$ cat config.mk
export PLATFORM = sky130hd
export DESIGN_NAME = date_day_number_converter_core_flat
export DESIGN_NICKNAME = d
export VERILOG_FILES = /design/src/rtl/core/dnc_pkg.sv /design/src/rtl/core/dnc_in_if.sv /design/src/rtl/core/dnc_out_if.sv /design/src/rtl/core/date_day_number_converter_core.sv /design/src/rtl/core/dnc_day_count_unit.sv /design/src/flat_wrapper.sv
export SDC_FILE = /design/constraint.sdc
export NUM_CORES = 1
export LEC_CHECK = 0
export BUFFER_PORTS_ARGS = -buffer_cell sky130_fd_sc_hd__buf_2
export CAP_MARGIN = 20
export CORE_MARGIN = 2
export CORE_UTILIZATION = 30
export DETAILED_ROUTE_END_ITERATION = 7
export GPL_TIMING_DRIVEN = 0
export SYNTH_ARGS = -nofsm -noshare
export SYNTH_HDL_FRONTEND = slang
export SYNTH_SLANG_ARGS = --single-unit
export TNS_END_PERCENT = 100
$ cat constraint.sdc
create_clock -name i_clk -period 20.9 [get_ports i_clk]
set_clock_uncertainty 0.2 [all_clocks]
set_input_delay 3.135 -clock i_clk [delete_from_list [all_inputs] [get_ports i_clk]]
set_output_delay 3.135 -clock i_clk [all_outputs]
set_load 0.05 [all_outputs]
$ cat src/rtl/core/dnc_pkg.sv
`timescale 1ns / 1ps
// ----------------------------------------------------------------------------
// dnc_pkg - shared types and constants of the date / day number converter
// Holds the day count request/response words, range limits, reciprocal
// constants and the month offset table.
// ----------------------------------------------------------------------------
package dnc_pkg;

    // Command codes
    localparam logic CMD_TO_DAYNUM = 1'b0;
    localparam logic CMD_TO_DATE   = 1'b1;

    // Accepted ranges
    localparam logic [11:0] YEAR_LO = 12'd1700;
    localparam logic [11:0] YEAR_HI = 12'd2500;
    localparam logic [19:0] DN_LO   = 20'd630000;
    localparam logic [19:0] DN_HI   = 20'd913106;

    localparam logic [3:0]  MONTH_FIRST = 4'd1;
    localparam logic [3:0]  MONTH_LAST  = 4'd12;
    localparam logic [4:0]  DAY_FIRST   = 5'd1;

    // Day count arithmetic
    localparam logic [8:0]  DAYS_PER_YEAR = 9'd365;
    // floor(x / 100) = (x * RECIP_100) >> RECIP_100_SHIFT for 12-bit x
    localparam logic [12:0] RECIP_100       = 13'd5243;
    localparam int          RECIP_100_SHIFT = 19;
    // floor(x / 365) = (x * RECIP_365) >> RECIP_365_SHIFT for 20-bit x
    localparam logic [19:0] RECIP_365       = 20'd735440;
    localparam int          RECIP_365_SHIFT = 28;

    // Request to the day count unit
    typedef struct packed {
        logic        valid;
        logic [3:0]  month;
        logic [4:0]  day;
        logic [11:0] year;
    } t_dc_req;

    // Response of the day count unit
    typedef struct packed {
        logic        valid;
        logic [19:0] day_count;
    } t_dc_res;

    // Days before the first of each month in a common year (index = month - 1)
    function automatic logic [8:0] month_offset(input logic [3:0] mi);
        logic [8:0] v;
        begin
            unique case (mi)
                4'd0:    v = 9'd0;
                4'd1:    v = 9'd31;
                4'd2:    v = 9'd59;
                4'd3:    v = 9'd90;
                4'd4:    v = 9'd120;
                4'd5:    v = 9'd151;
                4'd6:    v = 9'd181;
                4'd7:    v = 9'd212;
                4'd8:    v = 9'd243;
                4'd9:    v = 9'd273;
                4'd10:   v = 9'd304;
                default: v = 9'd334;
            endcase
            return v;
        end
    endfunction

endpackage

$ cat src/rtl/core/dnc_in_if.sv
`timescale 1ns / 1ps
// ----------------------------------------------------------------------------
// dnc_in_if - command channel of the converter
// Valid/ready channel carrying one conversion request word.
// ----------------------------------------------------------------------------
interface dnc_in_if;
    logic        valid;
    logic        ready;
    logic        cmd;
    logic [3:0]  month_in;
    logic [4:0]  day_in;
    logic [11:0] year_in;
    logic [19:0] day_number_in;

    modport source (
        output valid, cmd, month_in, day_in, year_in, day_number_in,
        input  ready
    );

    modport sink (
        input  valid, cmd, month_in, day_in, year_in, day_number_in,
        output ready
    );
endinterface

$ cat src/rtl/core/dnc_out_if.sv
`timescale 1ns / 1ps
// ----------------------------------------------------------------------------
// dnc_out_if - result channel of the converter
// Valid/ready channel carrying one conversion result word.
// ----------------------------------------------------------------------------
interface dnc_out_if;
    logic        valid;
    logic        ready;
    logic [19:0] day_number_out;
    logic [3:0]  month_out;
    logic [4:0]  day_out;
    logic [11:0] year_out;
    logic        valid_res;

    modport source (
        output valid, day_number_out, month_out, day_out, year_out, valid_res,
        input  ready
    );

    modport sink (
        input  valid, day_number_out, month_out, day_out, year_out, valid_res,
        output ready
    );
endinterface

$ cat src/rtl/core/date_day_number_converter_core.sv
`timescale 1ns / 1ps
// Date to day number is one pass of the day count unit; day number to date is
// one pass per year probe and per month probe. Out-of-range words go straight
// to the finish state. Each probe is one pass of the two-stage day count unit;
// one word is in flight, so the next word is accepted in the cycle after the
// result loads, later while a full result register waits for ready.
// Reset clears the sequencer and the result valid flag; no memories to clear.
// ----------------------------------------------------------------------------
// date_day_number_converter_core - Gregorian date / day number converter
// Sequencer that drives one shared day count unit for both directions: a
// single pass for date to day number, a year then month search for the
// reverse direction.
// ----------------------------------------------------------------------------
module date_day_number_converter_core (
    input  logic      i_clk,
    input  logic      i_rst_n,
    dnc_in_if.sink    i_in,
    dnc_out_if.source o_out
);

    typedef enum logic [8:0] {
        S_IDLE        = 9'b000000001,
        S_QUOT        = 9'b000000010,
        S_YEAR_ISSUE  = 9'b000000100,
        S_YEAR_WAIT   = 9'b000001000,
        S_MONTH_ISSUE = 9'b000010000,
        S_MONTH_WAIT  = 9'b000100000,
        S_FWD_ISSUE   = 9'b001000000,
        S_FWD_WAIT    = 9'b010000000,
        S_FINISH      = 9'b100000000
    } t_state;

    localparam int QW = 40;

    t_state r_state, n_state;
    logic        r_cmd,   n_cmd;
    logic        r_ok,    n_ok;
    logic [19:0] r_j,     n_j;
    logic [3:0]  r_month, n_month;
    logic [4:0]  r_day,   n_day;
    logic [11:0] r_year,  n_year;
    logic [19:0] r_dn,    n_dn;
    logic [4:0]  r_da,    n_da;

    logic        r_out_valid, n_out_valid;
    logic [19:0] r_o_dn, n_o_dn;
    logic [3:0]  r_o_mo, n_o_mo;
    logic [4:0]  r_o_da, n_o_da;
    logic [11:0] r_o_yr, n_o_yr;
    logic        r_o_ok, n_o_ok;

    dnc_pkg::t_dc_req w_req;
    dnc_pkg::t_dc_res w_res;

    logic          w_accept;
    logic          w_fwd_ok;
    logic          w_rev_ok;
    logic [QW-1:0] w_yq_prod;
    logic [11:0]   w_yq;
    logic          w_dc_over;
    logic [19:0]   w_da_full;
    logic          w_out_free;

    // Shared day count unit
    dnc_day_count_unit u_day_count (
        .i_clk   (i_clk),
        .i_rst_n (i_rst_n),
        .i_req   (w_req),
        .o_res   (w_res)
    );

    assign w_req.valid = (r_state == S_YEAR_ISSUE) || (r_state == S_MONTH_ISSUE)
                      || (r_state == S_FWD_ISSUE);
    assign w_req.month = r_month;
    assign w_req.day   = r_day;
    assign w_req.year  = r_year;

    // Input handshake and range checks
    assign i_in.ready = (r_state == S_IDLE);
    assign w_accept   = i_in.valid && i_in.ready;

    assign w_fwd_ok = (i_in.month_in >= dnc_pkg::MONTH_FIRST)
                   && (i_in.month_in <= dnc_pkg::MONTH_LAST)
                   && (i_in.day_in >= dnc_pkg::DAY_FIRST)
                   && (i_in.year_in >= dnc_pkg::YEAR_LO)
                   && (i_in.year_in <= dnc_pkg::YEAR_HI);
    assign w_rev_ok = (i_in.day_number_in >= dnc_pkg::DN_LO)
                   && (i_in.day_number_in <= dnc_pkg::DN_HI);

    // Starting year guess: day number / 365 by reciprocal
    assign w_yq_prod = QW'(r_j) * QW'(dnc_pkg::RECIP_365);
    assign w_yq      = w_yq_prod[dnc_pkg::RECIP_365_SHIFT +: 12];

    assign w_dc_over  = (w_res.day_count > r_j);
    assign w_da_full  = r_j - w_res.day_count + 20'd1;
    assign w_out_free = !r_out_valid || o_out.ready;

    // Sequencer
    always_comb begin
        n_state     = r_state;
        n_cmd       = r_cmd;
        n_ok        = r_ok;
        n_j         = r_j;
        n_month     = r_month;
        n_day       = r_day;
        n_year      = r_year;
        n_dn        = r_dn;
        n_da        = r_da;
        n_out_valid = r_out_valid && !o_out.ready;
        n_o_dn      = r_o_dn;
        n_o_mo      = r_o_mo;
        n_o_da      = r_o_da;
        n_o_yr      = r_o_yr;
        n_o_ok      = r_o_ok;

        unique case (r_state)
            S_IDLE: begin
                if (w_accept) begin
                    n_cmd = i_in.cmd;
                    n_j   = i_in.day_number_in;
                    if (i_in.cmd == dnc_pkg::CMD_TO_DAYNUM) begin
                        n_month = i_in.month_in;
                        n_day   = i_in.day_in;
                        n_year  = i_in.year_in;
                        n_ok    = w_fwd_ok;
                        n_state = w_fwd_ok ? S_FWD_ISSUE : S_FINISH;
                    end else begin
                        n_month = dnc_pkg::MONTH_FIRST;
                        n_day   = dnc_pkg::DAY_FIRST;
                        n_ok    = w_rev_ok;
                        n_state = w_rev_ok ? S_QUOT : S_FINISH;
                    end
                end
            end
            S_QUOT: begin
                n_year  = (w_yq > dnc_pkg::YEAR_HI) ? dnc_pkg::YEAR_HI : w_yq;
                n_state = S_YEAR_ISSUE;
            end
            S_YEAR_ISSUE: begin
                n_state = S_YEAR_WAIT;
            end
            S_YEAR_WAIT: begin
                // Step the year down while January 1 lies past the day number
                if (w_res.valid) begin
                    if ((r_year > dnc_pkg::YEAR_LO) && w_dc_over) begin
                        n_year  = r_year - 12'd1;
                        n_state = S_YEAR_ISSUE;
                    end else begin
                        n_month = dnc_pkg::MONTH_LAST;
                        n_state = S_MONTH_ISSUE;
                    end
                end
            end
            S_MONTH_ISSUE: begin
                n_state = S_MONTH_WAIT;
            end
            S_MONTH_WAIT: begin
                // Step the month down, then take the day as the remainder
                if (w_res.valid) begin
                    if ((r_month > dnc_pkg::MONTH_FIRST) && w_dc_over) begin
                        n_month = r_month - 4'd1;
                        n_state = S_MONTH_ISSUE;
                    end else begin
                        n_da    = w_da_full[4:0];
                        n_state = S_FINISH;
                    end
                end
            end
            S_FWD_ISSUE: begin
                n_state = S_FWD_WAIT;
            end
            S_FWD_WAIT: begin
                if (w_res.valid) begin
                    n_dn    = w_res.day_count;
                    n_state = S_FINISH;
                end
            end
            S_FINISH: begin
                // Load the output word once the previous one is gone
                if (w_out_free) begin
                    n_out_valid = 1'b1;
                    n_o_ok      = r_ok;
                    if (r_ok && (r_cmd == dnc_pkg::CMD_TO_DAYNUM)) begin
                        n_o_dn = r_dn;
                    end else begin
                        n_o_dn = 20'd0;
                    end
                    if (r_ok && (r_cmd == dnc_pkg::CMD_TO_DATE)) begin
                        n_o_mo = r_month;
                        n_o_da = r_da;
                        n_o_yr = r_year;
                    end else begin
                        n_o_mo = 4'd0;
                        n_o_da = 5'd0;
                        n_o_yr = 12'd0;
                    end
                    n_state = S_IDLE;
                end
            end
            default: begin
                n_state = S_IDLE;
            end
        endcase
    end

    // Control registers
    always_ff @(posedge i_clk) begin
        if (!i_rst_n) begin
            r_state     <= S_IDLE;
            r_out_valid <= 1'b0;
        end else begin
            r_state     <= n_state;
            r_out_valid <= n_out_valid;
        end
    end

    // Payload registers
    always_ff @(posedge i_clk) begin
        r_cmd   <= n_cmd;
        r_ok    <= n_ok;
        r_j     <= n_j;
        r_month <= n_month;
        r_day   <= n_day;
        r_year  <= n_year;
        r_dn    <= n_dn;
        r_da    <= n_da;
        r_o_dn  <= n_o_dn;
        r_o_mo  <= n_o_mo;
        r_o_da  <= n_o_da;
        r_o_yr  <= n_o_yr;
        r_o_ok  <= n_o_ok;
    end

    assign o_out.valid          = r_out_valid;
    assign o_out.day_number_out = r_o_dn;
    assign o_out.month_out      = r_o_mo;
    assign o_out.day_out        = r_o_da;
    assign o_out.year_out       = r_o_yr;
    assign o_out.valid_res      = r_o_ok;

    // Unit results only arrive while the sequencer waits for them
    a_res_in_wait: assert property (@(posedge i_clk) disable iff (!i_rst_n)
        w_res.valid |-> (r_state == S_YEAR_WAIT || r_state == S_MONTH_WAIT
                      || r_state == S_FWD_WAIT))
        else $error("day count result outside a wait state");

    // An accepted word always starts work
    a_accept_leaves_idle: assert property (@(posedge i_clk) disable iff (!i_rst_n)
        w_accept |=> (r_state != S_IDLE))
        else $error("accepted word did not leave idle");

    // The month search runs on a year inside the accepted range
    a_year_in_range: assert property (@(posedge i_clk) disable iff (!i_rst_n)
        (r_state == S_MONTH_ISSUE) |-> (r_year >= dnc_pkg::YEAR_LO
                                     && r_year <= dnc_pkg::YEAR_HI))
        else $error("month search year out of range");

    // An invalid result carries all-zero fields
    a_invalid_zero: assert property (@(posedge i_clk) disable iff (!i_rst_n)
        (r_out_valid && !r_o_ok) |-> (r_o_dn == 20'd0 && r_o_mo == 4'd0
                                   && r_o_da == 5'd0 && r_o_yr == 12'd0))
        else $error("invalid result with nonzero fields");

endmodule

$ cat src/rtl/core/dnc_day_count_unit.sv
`timescale 1ns / 1ps
// ----------------------------------------------------------------------------
// dnc_day_count_unit - two-stage Gregorian day count
// Turns month/day/year into the day count from January 1 of year one.
// Stage one forms the products and quotients, stage two sums them.
// ----------------------------------------------------------------------------
module dnc_day_count_unit (
    input  logic             i_clk,
    input  logic             i_rst_n,
    input  dnc_pkg::t_dc_req i_req,
    output dnc_pkg::t_dc_res o_res
);

    localparam int QW = 25;

    logic [11:0] w_p;
    logic [20:0] w_p365;
    logic [QW-1:0] w_qp_prod;
    logic [QW-1:0] w_qy_prod;
    logic [3:0]  w_mi;
    logic [9:0]  w_offd;

    logic        r1_valid;
    logic [20:0] r1_p365;
    logic [9:0]  r1_p4;
    logic [5:0]  r1_qp;
    logic [5:0]  r1_qy;
    logic [9:0]  r1_offd;
    logic        r1_leap_cand;

    logic        w_leap;
    logic [20:0] w_sum;

    logic        r2_valid;
    logic [19:0] r2_dc;

    // Stage one: year products, century quotients, month offset
    assign w_p       = i_req.year - 12'd1;
    assign w_p365    = 21'(w_p) * 21'(dnc_pkg::DAYS_PER_YEAR);
    assign w_qp_prod = QW'(w_p) * QW'(dnc_pkg::RECIP_100);
    assign w_qy_prod = QW'(i_req.year) * QW'(dnc_pkg::RECIP_100);

    // Clamp the month index the way an out-of-range month wraps
    assign w_mi = (i_req.month == 4'd0 || i_req.month > dnc_pkg::MONTH_LAST)
                  ? 4'd11 : (i_req.month - 4'd1);
    assign w_offd = 10'(dnc_pkg::month_offset(w_mi)) + 10'(i_req.day);

    always_ff @(posedge i_clk) begin
        if (!i_rst_n) begin
            r1_valid <= 1'b0;
        end else begin
            r1_valid <= i_req.valid;
        end
    end

    always_ff @(posedge i_clk) begin
        r1_p365      <= w_p365;
        r1_p4        <= w_p[11:2];
        r1_qp        <= w_qp_prod[dnc_pkg::RECIP_100_SHIFT +: 6];
        r1_qy        <= w_qy_prod[dnc_pkg::RECIP_100_SHIFT +: 6];
        r1_offd      <= w_offd;
        r1_leap_cand <= (i_req.year[1:0] == 2'b00) && (i_req.month > 4'd2);
    end

    // Stage two: a century year is leap only when its century count is a
    // multiple of four; year/100 differs from (year-1)/100 only on centuries
    assign w_leap = r1_leap_cand && ((r1_qy == r1_qp) || (r1_qy[1:0] == 2'b00));
    assign w_sum  = r1_p365 + 21'(r1_p4) + 21'(r1_qp[5:2]) + 21'(r1_offd)
                  + 21'(w_leap) - 21'(r1_qp);

    always_ff @(posedge i_clk) begin
        if (!i_rst_n) begin
            r2_valid <= 1'b0;
        end else begin
            r2_valid <= r1_valid;
        end
    end

    always_ff @(posedge i_clk) begin
        r2_dc <= w_sum[19:0];
    end

    assign o_res.valid     = r2_valid;
    assign o_res.day_count = r2_dc;

endmodule

$ cat src/flat_wrapper.sv
// flat-port wrapper written by rule: the top's interface ports become plain ports
module date_day_number_converter_core_flat 
  (i_clk, i_rst_n, i_in_valid, i_in_cmd, i_in_month_in, i_in_day_in, i_in_year_in, i_in_day_number_in, i_in_ready, o_out_valid, o_out_day_number_out, o_out_month_out, o_out_day_out, o_out_year_out, o_out_valid_res, o_out_ready);
  dnc_in_if i_in_i ();
  dnc_out_if o_out_i ();
  input  logic i_clk;
  input  logic i_rst_n;
  input wire logic [$bits(i_in_i.valid)-1:0] i_in_valid;
  input wire logic [$bits(i_in_i.cmd)-1:0] i_in_cmd;
  input wire logic [$bits(i_in_i.month_in)-1:0] i_in_month_in;
  input wire logic [$bits(i_in_i.day_in)-1:0] i_in_day_in;
  input wire logic [$bits(i_in_i.year_in)-1:0] i_in_year_in;
  input wire logic [$bits(i_in_i.day_number_in)-1:0] i_in_day_number_in;
  output wire logic [$bits(i_in_i.ready)-1:0] i_in_ready;
  output wire logic [$bits(o_out_i.valid)-1:0] o_out_valid;
  output wire logic [$bits(o_out_i.day_number_out)-1:0] o_out_day_number_out;
  output wire logic [$bits(o_out_i.month_out)-1:0] o_out_month_out;
  output wire logic [$bits(o_out_i.day_out)-1:0] o_out_day_out;
  output wire logic [$bits(o_out_i.year_out)-1:0] o_out_year_out;
  output wire logic [$bits(o_out_i.valid_res)-1:0] o_out_valid_res;
  input wire logic [$bits(o_out_i.ready)-1:0] o_out_ready;
  assign i_in_i.valid = i_in_valid;
  assign i_in_i.cmd = i_in_cmd;
  assign i_in_i.month_in = i_in_month_in;
  assign i_in_i.day_in = i_in_day_in;
  assign i_in_i.year_in = i_in_year_in;
  assign i_in_i.day_number_in = i_in_day_number_in;
  assign i_in_ready = i_in_i.ready;
  assign o_out_valid = o_out_i.valid;
  assign o_out_day_number_out = o_out_i.day_number_out;
  assign o_out_month_out = o_out_i.month_out;
  assign o_out_day_out = o_out_i.day_out;
  assign o_out_year_out = o_out_i.year_out;
  assign o_out_valid_res = o_out_i.valid_res;
  assign o_out_i.ready = o_out_ready;
  date_day_number_converter_core u_core (.i_clk(i_clk), .i_rst_n(i_rst_n), .i_in(i_in_i), .o_out(o_out_i));
endmodule
Yosys cells after proc, flatten, opt, wreduce, memory -nomap -nowiden
Memory sizes are Yosys's and may differ from the RTL's.
Index checks and enable logic that the tools add are counted.
{"block": "op_classes", "n_eq_ne": 19, "bitwise": 2, "n_mul": 4, "n_mux": 28, "magnitude_cmp": 13, "add_sub_neg": 10, "n_reduce_logical": 32}
{"operator": "$mux 9", "count": 9}
{"operator": "$pmux 9 s9", "count": 1}
{"operator": "$mux 12", "count": 5}
{"operator": "$mul 12x13->25 const B", "count": 2}
{"operator": "$add 20x10->20", "count": 2}
{"operator": "$mul 20x16->36 const B", "count": 1}
{"operator": "$pmux 12 s3", "count": 1}
{"operator": "$mux 4", "count": 7}
{"operator": "$add 20x1->20", "count": 1}
{"operator": "$add 20x4->20", "count": 1}
{"operator": "$ge 20x20->1 const B", "count": 1}
{"operator": "$gt 20x20->1", "count": 1}
{"operator": "$le 20x20->1 const B", "count": 1}
{"operator": "$mul 12x9->20 const B", "count": 1}
{"operator": "$sub 20x6->20", "count": 1}
{"operator": "$logic_and 1x1->1", "count": 13}
{"operator": "$ge 12x11->1 const B", "count": 1}
{"operator": "$gt 12x11->1 const B", "count": 1}
{"operator": "$gt 12x12->1 const B", "count": 1}
{"operator": "$le 12x12->1 const B", "count": 1}
{"operator": "$ne 2x2->1 const B", "count": 6}
{"operator": "$pmux 4 s3", "count": 1}
{"operator": "$sub 12x1->12 const B", "count": 1}
{"operator": "$add 9x5->10", "count": 1}
{"operator": "32 further kinds", "count": 47}
{"block": "totals", "mem_count": 1, "reg_bits": 195, "mem_bits_ro": 144, "in_bits": 46, "out_inout_bits": 44}
{"name": "(no name shown)", "words": 16, "word_bits": 9, "rd": 1, "rd_ports_with_merged_regs": 0, "wr": 0, "line_no": "dnc_pkg.sv:50", "rtl": "unique case (mi)"}

Longest topological paths before layout
{"block": "logic_depth", "word_depth": 9, "mapped_depth": 26, "mapped_depth_nobuf": 25}

Hierarchy
From an unflattened synthesis, not the netlist that was laid out.
{"block": "unflattened", "cells_unflattened": 2273, "hier_area_um2": 23357.4}
{"module": "date_day_number_converter_core", "area_per_inst_um2": 11989.0, "seq_area_each_um2": 3503.4, "cells_per_inst": 1111, "instances": 1}
{"module": "dnc_day_count_unit", "area_per_inst_um2": 11368.4, "seq_area_each_um2": 1501.4, "cells_per_inst": 1162, "instances": 1}

Worst setup path before layout
OpenSTA, ideal clock, no wires.
{"block": "synth_timing", "kind": "register to register", "from": "reg u_core.r_year[2]", "to": "reg u_core.u_day_count.r1_qp[5]", "setup_ns": 0.136, "path_slack_ns": 13.931, "stages_incl_launch_ff": 26, "arrival_ns": 6.633, "period_less_slack_ns": 6.969, "required_time_ns": 20.564, "cell_sequence": "edfxtp_1 > clkbuf_1 > inv_1 > ha_1 > a21boi_0 > nand4_1 > a21boi_0 > o21ai_0 > xnor2_1 > inv_1 > ha_1 > inv_1 > fa_1 > fa_1 > inv_1 > fa_1 > fa_1 > ha_1 > a21o_1 > a21o_1 > a21oi_1 > nor2_1 > a211o_1 > a21o_1 > o41ai_1 > xor2_1"}
{"block": "synth_via", "elab_chain_len": 2}
{"item": "start, declared", "line_no": "date_day_number_converter_core.sv:41", "rtl": "logic [11:0] r_year, n_year;"}
{"item": "start signal, assigned", "line_no": "date_day_number_converter_core.sv:224", "rtl": "r_year <= n_year;"}
{"item": "$sub 12x1->12", "line_no": "dnc_day_count_unit.sv:38", "rtl": "assign w_p = i_req.year - 12'd1;"}
{"item": "via u_core.u_day_count.w_p[11]", "line_no": "dnc_day_count_unit.sv:16", "rtl": "logic [11:0] w_p;"}
{"item": "$mul 12x13->25", "line_no": "dnc_day_count_unit.sv:40", "rtl": "assign w_qp_prod = QW'(w_p) * QW'(dnc_pkg::RECIP_100);"}
{"item": "via u_core.u_day_count.w_qp_prod[24]", "line_no": "dnc_day_count_unit.sv:18", "rtl": "logic [QW-1:0] w_qp_prod;"}
{"item": "end signal, assigned", "line_no": "dnc_day_count_unit.sv:59", "rtl": "r1_qp <= w_qp_prod[dnc_pkg::RECIP_100_SHIFT +: 6];"}
{"item": "end, declared", "line_no": "dnc_day_count_unit.sv:26", "rtl": "logic [5:0] r1_qp;"}
The timed path passes the listed nets, and every way through them passes these cells.
A chain may end at the register's enable or synchronous reset.

Final worst setup path
Ends and elaborated chain as after synthesis.

==> results.md <==
* WP data required at 21.03 ns
* Total GRT Usage at 13.5%
* Nets at 3034
* Antenna Cells at 0
* Biggest cell delay along the critical path at 0.64 ns
* DRC viols at 0
* Post-synthesis xor/xnor area fraction at 2.96%
* Skew-Pair Late Insertion Delay at 0.46 ns
* Largest buffer count on any clock path at 2
* Compound-gate portion of the synthesized area at 8.09%
* Family with the most delay on the worst path: adder cells
* Register area at 5000 um2
* Num rows at 100
* Die Span X at 278 um
* I/O Pins at 90
* Routability-driven placement congestion ratio at 0.873
* Post-Synth Adder-Cell Area at 49.3%
* Grt met2 use at 22.1%
* CP max-delay cell: xnor2_1
* Slew margin rel. at 26.2%
* Die height at 278 um
* Sequential share of the synthesized area at 22.3%
* Fin. max-slew vios at 0
* Worst Max-Slew Pin Slew at 1.10 ns
* FILL cells at 7628
* Period utilization at 40.2%
* Max Freq at 119 MHz
* Number of global-route vias before repair at 15300
* CTS Sinks at 195
* Synth unique cells at 67
* Syn. warnings at 0
* Post-synthesis mux area share at 0.312%
* Register bit count reported by yosys at 195
* Commonest cells after routing, fill and taps aside: inv_1, ha_1, fa_1
* Multi-input gate area at 15500 um2
* Hpwl dp at 42600 um
* Syn Area/Cell at 10.4 um2
* Top cell type by total area after synthesis: ha_1
* Final hold viol count at 0
* Crit path max fanout at 9
* Final setup fails at 0
* Global-route wire length before repair at 81800 um
* M1 GR Usage at 17.8%
* Max H-tree Level at 4
* Synthesis-to-finish area growth at 10.5%
* Largest net degree at the start of global routing at 31
* CTS tree: yes
* Root buffer cell: clkbuf_16
* Setup CP Type: flop to flop
* Drt pass-1 iters at 5
* Syn Nets at 2920
* GR Overflow Total at 0
* Post-layout minimum cycle time at 8.41 ns
* Top cells by area, synth: ha_1, fa_1, edfxtp_1, inv_1, dfxtp_1
* Total die area at 77100 um2
* GR peak layer: met2
* Share of cells above drive strength 1 at 6.27%
* Min Hold Slack at 0.241 ns
* Worst setup EP type: flop
* Core area at 74300 um2
* Ys async rst share at 0%
* CTS Hold Bufs at 0
* Worst Path Arrival at 8.54 ns
* Most common cell after layout, fill and taps aside: inv_1
* Status: complete, no violations
* Hold Crit Class: flop to flop
* Initial antenna violation count at 0
* Vias at 14700
* Max-capacitance violation count at 0
* EDFF count, synth at 110
* Clk pin slew, worst setup/hold paths at 0.08 ns
* Remaining antenna violation count at 0
* DR iter-0 viols at 725
* Drt wl/cell at 15.2 um
* Largest family of logic cells by synthesized area: adder cells
* Post-layout util at 33.4%
* Vias per cell at 4.54
* Share of the synthesized area in the top cell type at 24.9%
* TNS Setup at 0 ns
* Post-CTS Resized at 0
* RSZ-0062 raised after global routing: no
* IO Port Bufs at 89
* Final WL at 49500 um
* Cell count after synthesis at 2153
* Initial Util at 30.2%
* M3 GR Usage at 2.24%
* CTS Buf Count at 17
* Critical path startpoint category: flop
* Post-synthesis cell area at 22500 um2
* Post-synthesis simple-gate area fraction at 8.19%
* Dominant synthesized flop cell: edfxtp_1
* Buf/Inv on CP at 5
* Critical path, cell by cell: clkbuf_1 > inv_1 > ha_1 > a21boi_0 > nand4_1 > a21boi_0 > o21ai_0 > xnor2_1 > inv_1 > ha_1 > inv_1 > fa_1 > fa_1 > inv_1 > fa_1 > fa_1 > ha_1 > and4_1 > o2111ai_1 > a2111oi_0 > a211o_1 > a21o_1 > o41ai_1 > xor2_1
* Post-CTS Repair Setup Buffers at 0
==> worst register-to-register path: stages (launching register included) <==
cell       delay [ns]
edfxtp_1         0.55
clkbuf_1         0.42
inv_1            0.15
ha_1             0.20
a21boi_0         0.38
nand4_1          0.24
a21boi_0         0.34
o21ai_0          0.15
xnor2_1          0.64
inv_1            0.40
ha_1             0.45
inv_1            0.12
fa_1             0.50
fa_1             0.51
inv_1            0.05
fa_1             0.53
fa_1             0.50
ha_1             0.30
and4_1           0.19
o2111ai_1        0.12
a2111oi_0        0.59
a211o_1          0.34
a21o_1           0.18
o41ai_1          0.07
xor2_1           0.15
==> routing by layer <==
layer  share of wire [%]  vias to the layer above
met5                   0                        -
met4                 3.9                        0
met3                 3.7                       66
met2                  46                      258
met1                  46                     7089
li1                    -                     7330
==> flip-flops by register name, summed over array words and instances (netlist names), 4 cells and up <==
register                     flops
u_core.u_day_count.r1_p4        10
u_core.u_day_count.r1_p365      20
u_core.r_state                   9
u_core.u_day_count.r1_qp         6
u_core.r_year                   12
u_core.o_out.day_out             5
u_core.r_da                      5
u_core.u_day_count.r2_dc        20
u_core.u_day_count.r1_offd      10
u_core.r_day                     5
u_core.u_day_count.r1_qy         6
u_core.r_month                   4
u_core.r_j                      20
u_core.o_out.day_number_out     20
u_core.r_dn                     20
u_core.o_out.year_out           12
u_core.o_out.month_out           4
==> cells in the mapped netlist (5+ instances only) <==
library cell,count
inv_1,512
ha_1,447
fa_1,274
edfxtp_1,110
dfxtp_1,85
nor2_1,72
a21oi_1,66
nand2_1,64
o21ai_0,47
xnor2_1,46
a21o_1,33
and3_1,33
nand3_1,32
and2_1,30
nor3_1,30
xor2_1,30
clkbuf_1,19
a21boi_0,13
nand4_1,13
nor2b_1,13
o211ai_1,13
o31ai_1,12
a31oi_1,11
nor4_1,10
a22oi_1,9
nand2b_1,9
or2_2,9
a211oi_1,8
or3_1,8
mux2i_1,7
o21a_1,7
o21bai_1,6
a211o_1,5
==> final timing paths <==
path,startpoint,to,slack (ns),cells past startpoint
min reg2reg,u_core.u_day_count.r1_valid,u_core.u_day_count.r2_valid,0.24,1
min,u_core.u_day_count.r1_valid,u_core.u_day_count.r2_valid,0.24,1
max reg2reg,u_core.r_year[2],u_core.u_day_count.r1_qp[5],12.49,24
max,u_core.r_year[2],u_core.u_day_count.r1_qp[5],12.49,24
==> cells by family after synthesis <==
group | count (synthesis)
fa+ha+maj | 721
compound gates | 271
flops | 195
xor+xnor | 76
mux | 7
simple gates | 351
buf+inv | 532
==> cell type report <==
type	count	area share [%]
Inverter	512	7.74
Sequential cell	195	20.2
Clock inverter	13	0.635
Clock buffer	19	1.83
Tap cell	969	4.88
Multi-Input combinational cell	1426	62.4
Timing Repair Buffer	95	2.10
Buffer	20	0.302
==> per-stage QoR <==
| stage | cell area, um2 | worst slack, ns | std cells |
|---|---|---|---|
| 2_1_floorplan | 22500 | 13.93 | 2153 |
| 3_3_place_gp | 24100 | 12.39 | 3211 |
| 3_5_place_dp | 24200 | 12.45 | 3216 |
| 4_1_cts | 24800 | 12.43 | 3248 |
| 5_1_grt | 24800 | 11.90 | 3249 |
| 6_report | 24800 | 12.49 | 3249 |
Power is left out: the tool's default activity adds up to more than one toggle a clock period on the data nets, which glitch-free logic cannot reach.
